[src/ttrc_pkg.sv]
// Shared types and constants of the three-term recurrence checksum unit.
package ttrc_pkg;

    localparam int unsigned BYTE_W = 8;
    localparam int unsigned TERM_W = 16;

    typedef struct packed {
        logic [BYTE_W-1:0] data_byte;
        logic              last_byte;
    } in_item_t;

    typedef struct packed {
        logic              valid;
        logic [TERM_W-1:0] checksum;
    } term_result_t;

endpackage

[src/ttrc_in_stage.sv]
// Input register stage: holds one accepted byte until the recurrence core takes it.
module ttrc_in_stage (
    input  logic              clk,
    input  logic              rst_n,
    input  logic              in_valid,
    output logic              in_ready,
    input  logic [7:0]        data_byte,
    input  logic              last_byte,
    input  logic              advance,
    output logic              item_valid,
    output ttrc_pkg::in_item_t item
);
    import ttrc_pkg::*;

    logic     valid_reg;
    in_item_t item_reg;
    logic     accept;

    // The stage can take a new transaction whenever it is empty or drains this cycle.
    assign in_ready   = !valid_reg || advance;
    assign accept     = in_valid && in_ready;
    assign item_valid = valid_reg;
    assign item       = item_reg;

    always_ff @(posedge clk or negedge rst_n)
    begin
        if (!rst_n)
        begin
            valid_reg <= 1'b0;
        end
        else if (accept)
        begin
            valid_reg <= 1'b1;
        end
        else if (advance)
        begin
            valid_reg <= 1'b0;
        end
    end

    always_ff @(posedge clk)
    begin
        if (accept)
        begin
            item_reg.data_byte <= data_byte;
            item_reg.last_byte <= last_byte;
        end
    end

endmodule

[src/ttrc_term_core.sv]
// Recurrence core: holds the two terms and the position, and advances them one byte per cycle while fire is high.
module ttrc_term_core (
    input  logic                  clk,
    input  logic                  rst_n,
    input  logic                  fire,
    input  ttrc_pkg::in_item_t    item,
    output ttrc_pkg::term_result_t result
);
    import ttrc_pkg::*;

    localparam logic [TERM_W-1:0] MODULUS      = 16'hFFFF;
    localparam logic [TERM_W-1:0] PREV_INIT    = 16'd1;
    localparam logic [TERM_W-1:0] CUR_INIT     = 16'd0;
    localparam logic [TERM_W-1:0] FIRST_OFFSET = 16'd7;
    localparam logic [7:0]        ALPHA_MULT   = 8'd17;
    localparam logic [7:0]        BETA_MULT    = 8'd31;

    logic [TERM_W-1:0] prev_term_reg, prev_term_next;
    logic [TERM_W-1:0] cur_term_reg, cur_term_next;
    logic [7:0]        position_reg, position_next;
    logic              in_message_reg, in_message_next;

    logic [15:0] alpha_prod, beta_prod;
    logic [8:0]  coef_a;
    logic [24:0] prod_a, prod_b, mag;
    logic        a_ge_b;
    logic [16:0] fold, reduced;
    logic [TERM_W-1:0] red16, rec_term, new_cur;

    always_comb
    begin
        // Coefficients depend only on the position modulo 256.
        alpha_prod = {8'd0, position_reg} * {8'd0, ALPHA_MULT};
        beta_prod  = {8'd0, position_reg} * {8'd0, BETA_MULT};
        coef_a     = {1'b0, item.data_byte} + {1'b0, alpha_prod[7:0]};
        prod_a     = {16'd0, coef_a} * {9'd0, cur_term_reg};
        prod_b     = {17'd0, beta_prod[7:0]} * {9'd0, prev_term_reg};
        a_ge_b     = prod_a >= prod_b;
        mag        = a_ge_b ? (prod_a - prod_b) : (prod_b - prod_a);

        // 2^16 is 1 modulo 65535, so the high part folds onto the low part.
        fold    = {8'd0, mag[24:16]} + {1'b0, mag[15:0]};
        reduced = (fold >= {1'b0, MODULUS}) ? (fold - {1'b0, MODULUS}) : fold;
        red16   = reduced[TERM_W-1:0];

        // A negative difference wraps through 2^64, which leaves one plus the difference.
        if (a_ge_b)
        begin
            rec_term = red16;
        end
        else if (red16 == 16'd0)
        begin
            rec_term = 16'd1;
        end
        else if (red16 == 16'd1)
        begin
            rec_term = 16'd0;
        end
        else
        begin
            rec_term = 16'd0 - red16;
        end

        if (!in_message_reg)
        begin
            new_cur         = {8'd0, item.data_byte} + FIRST_OFFSET;
            prev_term_next  = PREV_INIT;
            position_next   = 8'd1;
        end
        else
        begin
            new_cur         = rec_term;
            prev_term_next  = cur_term_reg;
            position_next   = position_reg + 8'd1;
        end
        cur_term_next   = new_cur;
        in_message_next = 1'b1;

        // The final byte of a message returns every term to its reset value.
        if (item.last_byte)
        begin
            prev_term_next  = PREV_INIT;
            cur_term_next   = CUR_INIT;
            position_next   = 8'd0;
            in_message_next = 1'b0;
        end

        result.valid    = fire && item.last_byte;
        result.checksum = new_cur;
    end

    always_ff @(posedge clk or negedge rst_n)
    begin
        if (!rst_n)
        begin
            prev_term_reg  <= PREV_INIT;
            cur_term_reg   <= CUR_INIT;
            position_reg   <= 8'd0;
            in_message_reg <= 1'b0;
        end
        else if (fire)
        begin
            prev_term_reg  <= prev_term_next;
            cur_term_reg   <= cur_term_next;
            position_reg   <= position_next;
            in_message_reg <= in_message_next;
        end
    end

endmodule

[src/ttrc_out_stage.sv]
// Output register stage: holds a finished checksum until the downstream side takes it.
module ttrc_out_stage (
    input  logic                   clk,
    input  logic                   rst_n,
    input  ttrc_pkg::term_result_t result,
    output logic                   out_free,
    output logic                   out_valid,
    input  logic                   out_ready,
    output logic [15:0]            checksum
);
    import ttrc_pkg::*;

    logic              out_valid_reg;
    logic [TERM_W-1:0] checksum_reg;

    assign out_free  = !out_valid_reg || out_ready;
    assign out_valid = out_valid_reg;
    assign checksum  = checksum_reg;

    always_ff @(posedge clk or negedge rst_n)
    begin
        if (!rst_n)
        begin
            out_valid_reg <= 1'b0;
        end
        else if (result.valid)
        begin
            out_valid_reg <= 1'b1;
        end
        else if (out_ready)
        begin
            out_valid_reg <= 1'b0;
        end
    end

    always_ff @(posedge clk)
    begin
        if (result.valid)
        begin
            checksum_reg <= result.checksum;
        end
    end

endmodule

[src/three_term_recurrence_checksum_unit.sv]
// Top level of the three-term recurrence checksum unit.
// The unit takes a message one byte per transaction on the input channel and returns
// one 16-bit checksum transaction for each message, after the byte marked last. The
// first byte of a message seeds the current term with the byte plus 7 and the
// previous term with 1; each later byte at position i forms
// ((byte + 17i mod 256) * current - (31i mod 256) * previous) modulo 65535, where a
// negative difference gives one plus the difference, and the terms shift. The unit
// sustains one byte per clock cycle, with no gaps between messages, unless a last byte
// waits for a free output slot. A byte passes through an input register; when it
// advances, the recurrence core loads the combinationally computed terms and, for a
// last byte, the output register loads the checksum at the same edge. That rate is
// set by the term feedback loop, which goes through a 9-by-16-bit and an 8-by-16-bit
// multiplier, a subtract and a fold modulo 65535 in one combinational path. The input
// keeps accepting bytes while a finished checksum waits; only a last byte stalls in the
// input register when the previous checksum has not yet been taken.
module three_term_recurrence_checksum_unit (
    input  logic        clk,
    input  logic        rst_n,
    input  logic        in_valid,
    output logic        in_ready,
    input  logic [7:0]  data_byte,
    input  logic        last_byte,
    output logic        out_valid,
    input  logic        out_ready,
    output logic [15:0] checksum
);
    import ttrc_pkg::*;

    logic         item_valid;
    in_item_t     item;
    logic         out_free;
    logic         advance;
    term_result_t result;

    // A byte that ends no message always moves on; a last byte needs a free output slot.
    assign advance = item_valid && (!item.last_byte || out_free);

    ttrc_in_stage u_in_stage (
        .clk        (clk),
        .rst_n      (rst_n),
        .in_valid   (in_valid),
        .in_ready   (in_ready),
        .data_byte  (data_byte),
        .last_byte  (last_byte),
        .advance    (advance),
        .item_valid (item_valid),
        .item       (item)
    );

    ttrc_term_core u_term_core (
        .clk    (clk),
        .rst_n  (rst_n),
        .fire   (advance),
        .item   (item),
        .result (result)
    );

    ttrc_out_stage u_out_stage (
        .clk       (clk),
        .rst_n     (rst_n),
        .result    (result),
        .out_free  (out_free),
        .out_valid (out_valid),
        .out_ready (out_ready),
        .checksum  (checksum)
    );

endmodule

[config.mk]
export PLATFORM = sky130hd
export DESIGN_NAME = three_term_recurrence_checksum_unit
export DESIGN_NICKNAME = d
export VERILOG_FILES = /design/src/ttrc_pkg.sv /design/src/ttrc_in_stage.sv /design/src/ttrc_term_core.sv /design/src/ttrc_out_stage.sv /design/src/three_term_recurrence_checksum_unit.sv
export SDC_FILE = /design/constraint.sdc
export NUM_CORES = 1
export LEC_CHECK = 0
export BUFFER_PORTS_ARGS = -buffer_cell sky130_fd_sc_hd__buf_2
export CORE_AREA = 10 10 191 193
export DETAILED_ROUTE_END_ITERATION = 10
export DIE_AREA = 0 0 201 203
export GPL_ROUTABILITY_DRIVEN = 0
export HOLD_SLACK_MARGIN = 0.15
export PLACE_DENSITY = 0.64
export SYNTH_ARGS = -nofsm -noshare
export SYNTH_HDL_FRONTEND = slang
export SYNTH_HIERARCHICAL = 1
export SYNTH_SLANG_ARGS = --single-unit
[constraint.sdc]
create_clock -name clk -period 15.8 [get_ports clk]
set_input_delay 1.58 -clock clk [delete_from_list [all_inputs] [get_ports clk]]
set_output_delay 1.58 -clock clk [all_outputs]
set_load 0.01 [all_outputs]
==> flow_summary_export.csv, run 1 <==
group,metric,value,unit
run_status,status,"finished clean",
synthesis,ys_seq_elements,68,
route,drt-initial-drc-count,1113,
synthesis,syn_nets,2296,
route,vias_per_cell,5.68,
cells_and_area,drive_gt1_share,6.69,%
clocking,root_buffer,"clkbuf_16",
floorplanning,fp.dieW,201,um
synthesis,yosysWarningCount,6,
critical_path,worstPathArrival,14.90,ns
global_route,grt.total_usage,21.4,%
global_route,busiest_layer,"met2",
critical_path,cp-end-kind,"register",
route,dr.pass1.iters,5,
synthesis,ys.flop_type,"dfrtp_1",
sta,fin_crit_sh,93.6,%
critical_path,required,15.90,ns
clocking,cts.clk_slew.worst_paths,0.06,ns
place,io_buffers,30,
clocking,cts_sinks,68,
global_route,met2_usage,34.7,%
critical_path,critPathTopFamily,"adder cells",
sta,worstMarginPinSlew,1.14,ns
sta,finalClockSkew,0.0118,ns
synthesis,yosysTopAreaCell,"fa_1",
critical_path,critPathKind,"register to register",
global_route,grt_pass1_vias,13311,
sta,hold_viol_final,0,
place,place_inst,2334,
place,place_ws,0.164,ns
cells_and_area,area_growth,6.07,%
route,vias,13380,
synthesis,syn-cell-area,16100,um^2
floorplanning,ios,31,
clocking,clock_latency,0.35,ns
critical_path,critical_path_buf_inv_count,5,
floorplanning,coreArea,32500,um^2
clocking,htree_levels,3,
cells_and_area,insertedDiodeCount,0,
floorplanning,start_util,49.7,%
critical_path,critical_path_peak_fanout,15,
place,dpl.hpwl,35600,um
sta,fin_ws,1.00,ns
clocking,clockBufferDepth,2,
cells_and_area,fill_cells,3090,
critical_path,cp_common_cell,"fa_1",
sta,setup_violations,0,
cells_and_area,final_nets,2289,
synthesis,async_flop_share,63.2,%
clocking,cts_tree,"done",
global_route,grt_antenna_before_repair,0,
sta,maxSlewHeadroom,23.4,%
sta,min_period,14.80,ns
route,drc,0,
synthesis,syn_inst,1915,
synthesis,yosysSeqAreaShare,11.3,%
synthesis,yosysUniqueCellTypes,84,
synthesis,synth_area_leaders,"fa_1 24%, ha_1 13%, inv_1 6.9%, dfrtp_1 6.5%, and2_1 5.5%",
cells_and_area,layout_commonest_cell,"inv_1",
clocking,cts_made_buffers,9,
route,drt-wirelength-per-cell,18.5,um
floorplanning,fp.dieH,203,um
route,drtAntennaViolNets,0,
synthesis,synth_edf_count,25,
critical_path,cpPeakStageDelay,0.60,ns
cells_and_area,instances_no_fill,2355,
critical_path,start_kind,"register",
job,maxCapViolCount,0,
cells_and_area,regArea,1830,um^2
global_route,overflow,0,
global_route,grt_pass1_wl,71700,um
global_route,grt_max_degree,44,
route,wl,43500,um
floorplanning,row_count,66,
synthesis,yosysTopAreaCellShare,24.5,%
critical_path,slowest_stage,"fa_1",
sta,slew_violations,0,
global_route,met1_usage,29.6,%
floorplanning,dieArea,40800,um^2
cells_and_area,layout_common_cells,"296 x inv_1, 210 x nand2_1, 197 x fa_1, 170 x ha_1, 141 x and2_1",
global_route,globalRouteMet3Util,3.63,%
sta,clock.fmax,0.0676,GHz
hold_path,min_path_type,"register to register",
synthesis,syn_area_per_cell,8.42,um^2
cells_and_area,multi_input_area,12900,um^2
==> layout make-up <==
class,count,area share [%]
repair buffers,59,2.19
clock inverters,7,0.446
inverters,297,6.52
clock buffers,9,1.32
flip-flops and latches,68,10.7
multi-input cells,1473,75.6
well taps,442,3.23
==> final timing paths <==
path	start	end	slack (ns)	depth (start not counted)
max in group asynchronous	rst_n	u_term_core/position_reg[2]	13.62	1
hold reg to reg	u_in_stage/item_valid	u_in_stage/item_valid	0.54	2
setup reg to reg	u_term_core/position_reg[1]	u_out_stage/checksum[4]	1.00	61
hold / removal	u_in_stage/item_valid	u_in_stage/item_valid	0.54	2
setup / recovery	u_term_core/position_reg[1]	u_out_stage/checksum[4]	1.00	61
min in group asynchronous	rst_n	u_term_core/prev_term_reg[7]	1.44	1
==> cell usage after synthesis, drive strengths merged, types with 10 or more instances <==
library cell / n
nand2b: 18
a31oi: 16
ha: 171
fa: 197
a22o: 20
and2: 146
nand4: 13
o211ai: 13
dfrtp: 42
and3: 14
edfxtp: 25
o21bai: 25
o22ai: 12
nor2: 81
xnor2: 72
inv: 296
nor2b: 26
clkbuf: 67
nand3: 28
o21a: 14
nor3: 24
buf: 10
o21ai: 56
nand2: 214
a21o: 45
xor2: 44
a211oi: 16
a21oi: 95
==> per-layer routing <==
metal,share of wire (%),wire length [um],vias to the layer above
met3,6.6,2860,42
met2,47,20300,432
met4,1.5,633,0
met1,45,19700,6612
met5,0,0,-
li1,-,-,6294
==> what timing repair did <==
item | CTS | global route
buffers inserted | 0 | 5
resized for setup | 0 | 19
hold buffers | 0 | 0
endpoints found under the setup margin | 0 | 32
==> kinds of logic (layout without fill, tap and decap cells) <==
logic type	Yosys count	count (layout)	share of synthesized area, %
adder cells (fa/ha/maj)	368	368	37.7
AND/OR/NAND/NOR	590	590	18.5
XOR/XNOR	116	116	6.30
multiplexers	10	10	0.652
AO/OA/AOI/OAI	389	389	16.7
buffers and inverters	374	372	8.78
flip-flops	68	68	11.3
==> metrics by stage <==
| step | hold slack (ns) | utilization [%] | TNS [ns] | cell area (um^2) |
|---|---|---|---|---|
| floorplan | 0.464 | - | 0 | 16100 |
| finish | 0.543 | 52.7 | 0 | 17100 |
| global placement | 0.516 | 51.5 | 0 | 16700 |
| detailed placement | 0.533 | 51.5 | 0 | 16700 |
| global route | 0.567 | 52.7 | -0.532 | 17100 |
| CTS | 0.543 | 52.4 | 0 | 17000 |
==> worst min-delay path, delay by kind of cell, from the launching register on <==
kind,cells,cell delay (ns)
simple gates,2,0.13
flops,1,0.38
Power of run 1 is left out: the tool's default activity adds up to more than one toggle a clock period on the data nets, which glitch-free logic cannot reach.
==> run 2, diff against run 1 <==
CTS_BUF_LIST = sky130_fd_sc_hd__clkbuf_4 sky130_fd_sc_hd__clkbuf_8 sky130_fd_sc_hd__clkbuf_16   (was unset)
PLACE_DENSITY = 0.65   (was 0.64)
==> run 2 against run 1 <==
Against the previous run:
- first-iteration DRC count fell by 5.6%
- final area about the same
- utilization about the same
- non-clock buffer count shrank 2
- clock skew shrank 0.0059 ns
- routed wire length shrank 1.6%
- sequential share of layout area hardly changed
- maximum frequency grew 0.12%
- register-to-register slack improved by 0.02 ns
- die area did not move
- clock-buffer cell count increased by 1
- global-route usage decreased by 0.22 points
- critical path type unchanged
- critical endpoint unchanged
- highest routed layer unchanged
==> flow_summary_export.csv, run 2 (same netlist as run 1, synthesis figures left out) <==
group,metric,value,unit
sta,tns,0,ns
critical_path,required,15.89,ns
floorplanning,row_count,66,
cells_and_area,fill_cells,3034,
global_route,grt_antenna_before_repair,0,
clocking,holdBufCountCts,0,
route,drt-initial-drc-count,1051,
sta,whs,0.557,ns
floorplanning,ios,31,
clocking,htree_levels,3,
cells_and_area,layout_commonest_cell,"inv_1",
cells_and_area,fin_area,17100,um^2
hold_path,whs_path_depth,2,
cells_and_area,final_util,52.7,%
route,vias,13503,
cells_and_area,final_nets,2287,
critical_path,cpPeakStageDelay,0.60,ns
hold_path,worstHoldStart,"u_out_stage/out_valid",
critical_path,critPathTopFamily,"adder cells",
critical_path,worstPathArrival,14.87,ns
sta,rsz0062_at_grt,"false",
sta,min_period,14.78,ns
clocking,root_buffer,"clkbuf_16",
route,wl,42800,um
critical_path,timing.rr.end,"u_out_stage/checksum[4]",
sta,clock.fmax,0.0677,GHz
clocking,cts_made_buffers,9,
clocking,clockBufferDepth,2,
place,io_buffers,30,
route,drc,0,
floorplanning,fp.dieH,203,um
job,maxCapViolCount,0,
hold_path,min_path_type,"register to register",
route,vias_per_cell,5.74,
cells_and_area,layout_common_cells,"296 x inv_1, 210 x nand2_1, 197 x fa_1, 171 x ha_1, 141 x and2_1",
clocking,cts_tree,"done",
global_route,grt.total_usage,21.2,%
floorplanning,coreArea,32500,um^2
floorplanning,dieArea,40800,um^2
hold_path,hold_end,"u_out_stage/out_valid",
global_route,overflow,0,
critical_path,rr_startpoint,"u_term_core/position_reg[1]",
critical_path,regToRegSetupSlack,1.02,ns
critical_path,critical_path_buf_inv_count,6,
sta,fin_crit_sh,93.5,%
global_route,grt_pass1_wl,71100,um
cells_and_area,area_growth,6.09,%
critical_path,cp-end-kind,"register",
sta,maxSlewHeadroom,20.6,%
global_route,grt_pass1_vias,13300,
route,drtAntennaViolNets,0,
sta,worstMarginPinSlew,1.18,ns
clocking,clock_latency,0.34,ns
critical_path,slowest_stage,"fa_1",
critical_path,start_kind,"register",
sta,finalClockSkew,0.00598,ns
place,dpl_cell_area,16700,um^2
global_route,grt_max_degree,44,
cells_and_area,drive_gt1_share,6.65,%
floorplanning,fp.dieW,201,um
clocking,cts_sinks,68,
route,dr.pass1.iters,7,
sta,hold_viol_final,0,
cells_and_area,insertedDiodeCount,0,
route,drt-wirelength-per-cell,18.2,um
floorplanning,start_util,49.7,%
critical_path,cp_common_cell,"fa_1",
sta,setup_violations,0,
run_status,status,"finished clean",
place,dpl.hpwl,35300,um
critical_path,critical_path_peak_fanout,15,
clocking,cts.clk_slew.worst_paths,0.06,ns
critical_path,critPathKind,"register to register",
sta,slew_violations,0,
critical_path,r2r_cells,63,
==> run 2: area by class of cell <==
cell class	count	area [um^2]	share of cell area, %
clock inverters	6	88.8	0.519
clock buffers	10	233	1.36
flip-flops and latches	68	1830	10.7
multi-input cells	1473	12900	75.6
inverters	297	1110	6.52
well taps	442	553	3.23
repair buffers	57	357	2.08
==> run 2: worst max-delay path by stage <==
stage	start	to	slack (ns)	depth (start not counted)
6_report	u_term_core/position_reg[1]	u_out_stage/checksum[4]	1.02	63
5_1_grt	u_term_core/position_reg[1]	u_out_stage/checksum[15]	0.04	61
3_3_place_gp	u_term_core/position_reg[1]	u_out_stage/checksum[2]	0.60	60
2_1_floorplan	u_term_core/position_reg[1]	u_out_stage/checksum[4]	1.60	66
4_1_cts	u_term_core/position_reg[1]	u_out_stage/checksum[2]	0.17	60
3_5_place_dp	u_term_core/position_reg[2]	u_out_stage/checksum[2]	0.23	60
==> run 2: through the flow <==
stage / setup WS (ns) / instances
4_1_cts: 0.174 / 2349
3_3_place_gp: 0.596 / 2333
2_1_floorplan: 1.60 / 1915
3_5_place_dp: 0.225 / 2333
6_report: 1.02 / 2353
5_1_grt: 0.0424 / 2353
==> run 2: worst register-to-register path: cells and delay by family, from the launching register on <==
kind / cells / cell delay [ns]
adders and majority gates: 11 / 5.16
AOI/OAI and AO/OA: 26 / 4.75
and+or+nand+nor: 16 / 2.72
buffers and inverters: 6 / 0.77
DFF: 1 / 0.48
xor gates and xnor gates: 3 / 0.41
muxes: 1 / 0.26
==> run 2: per-layer routing <==
metal | vias to the layer above | track usage [%] | part of all wire (%)
met4 | 0 | 4.54 | 1.8
li1 | 6273 | - | -
met3 | 54 | 3.55 | 6.4
met1 | 6737 | 29.1 | 45
met5 | - | 0 | 0
met2 | 439 | 34.3 | 46
==> run 2: what timing repair did <==
item / 4_1_cts / 5_1_grt
buffers inserted: 0 / 4
setup endpoints to repair: 0 / 32
resized for setup: 0 / 17
Power of run 2 is left out for the same reason.
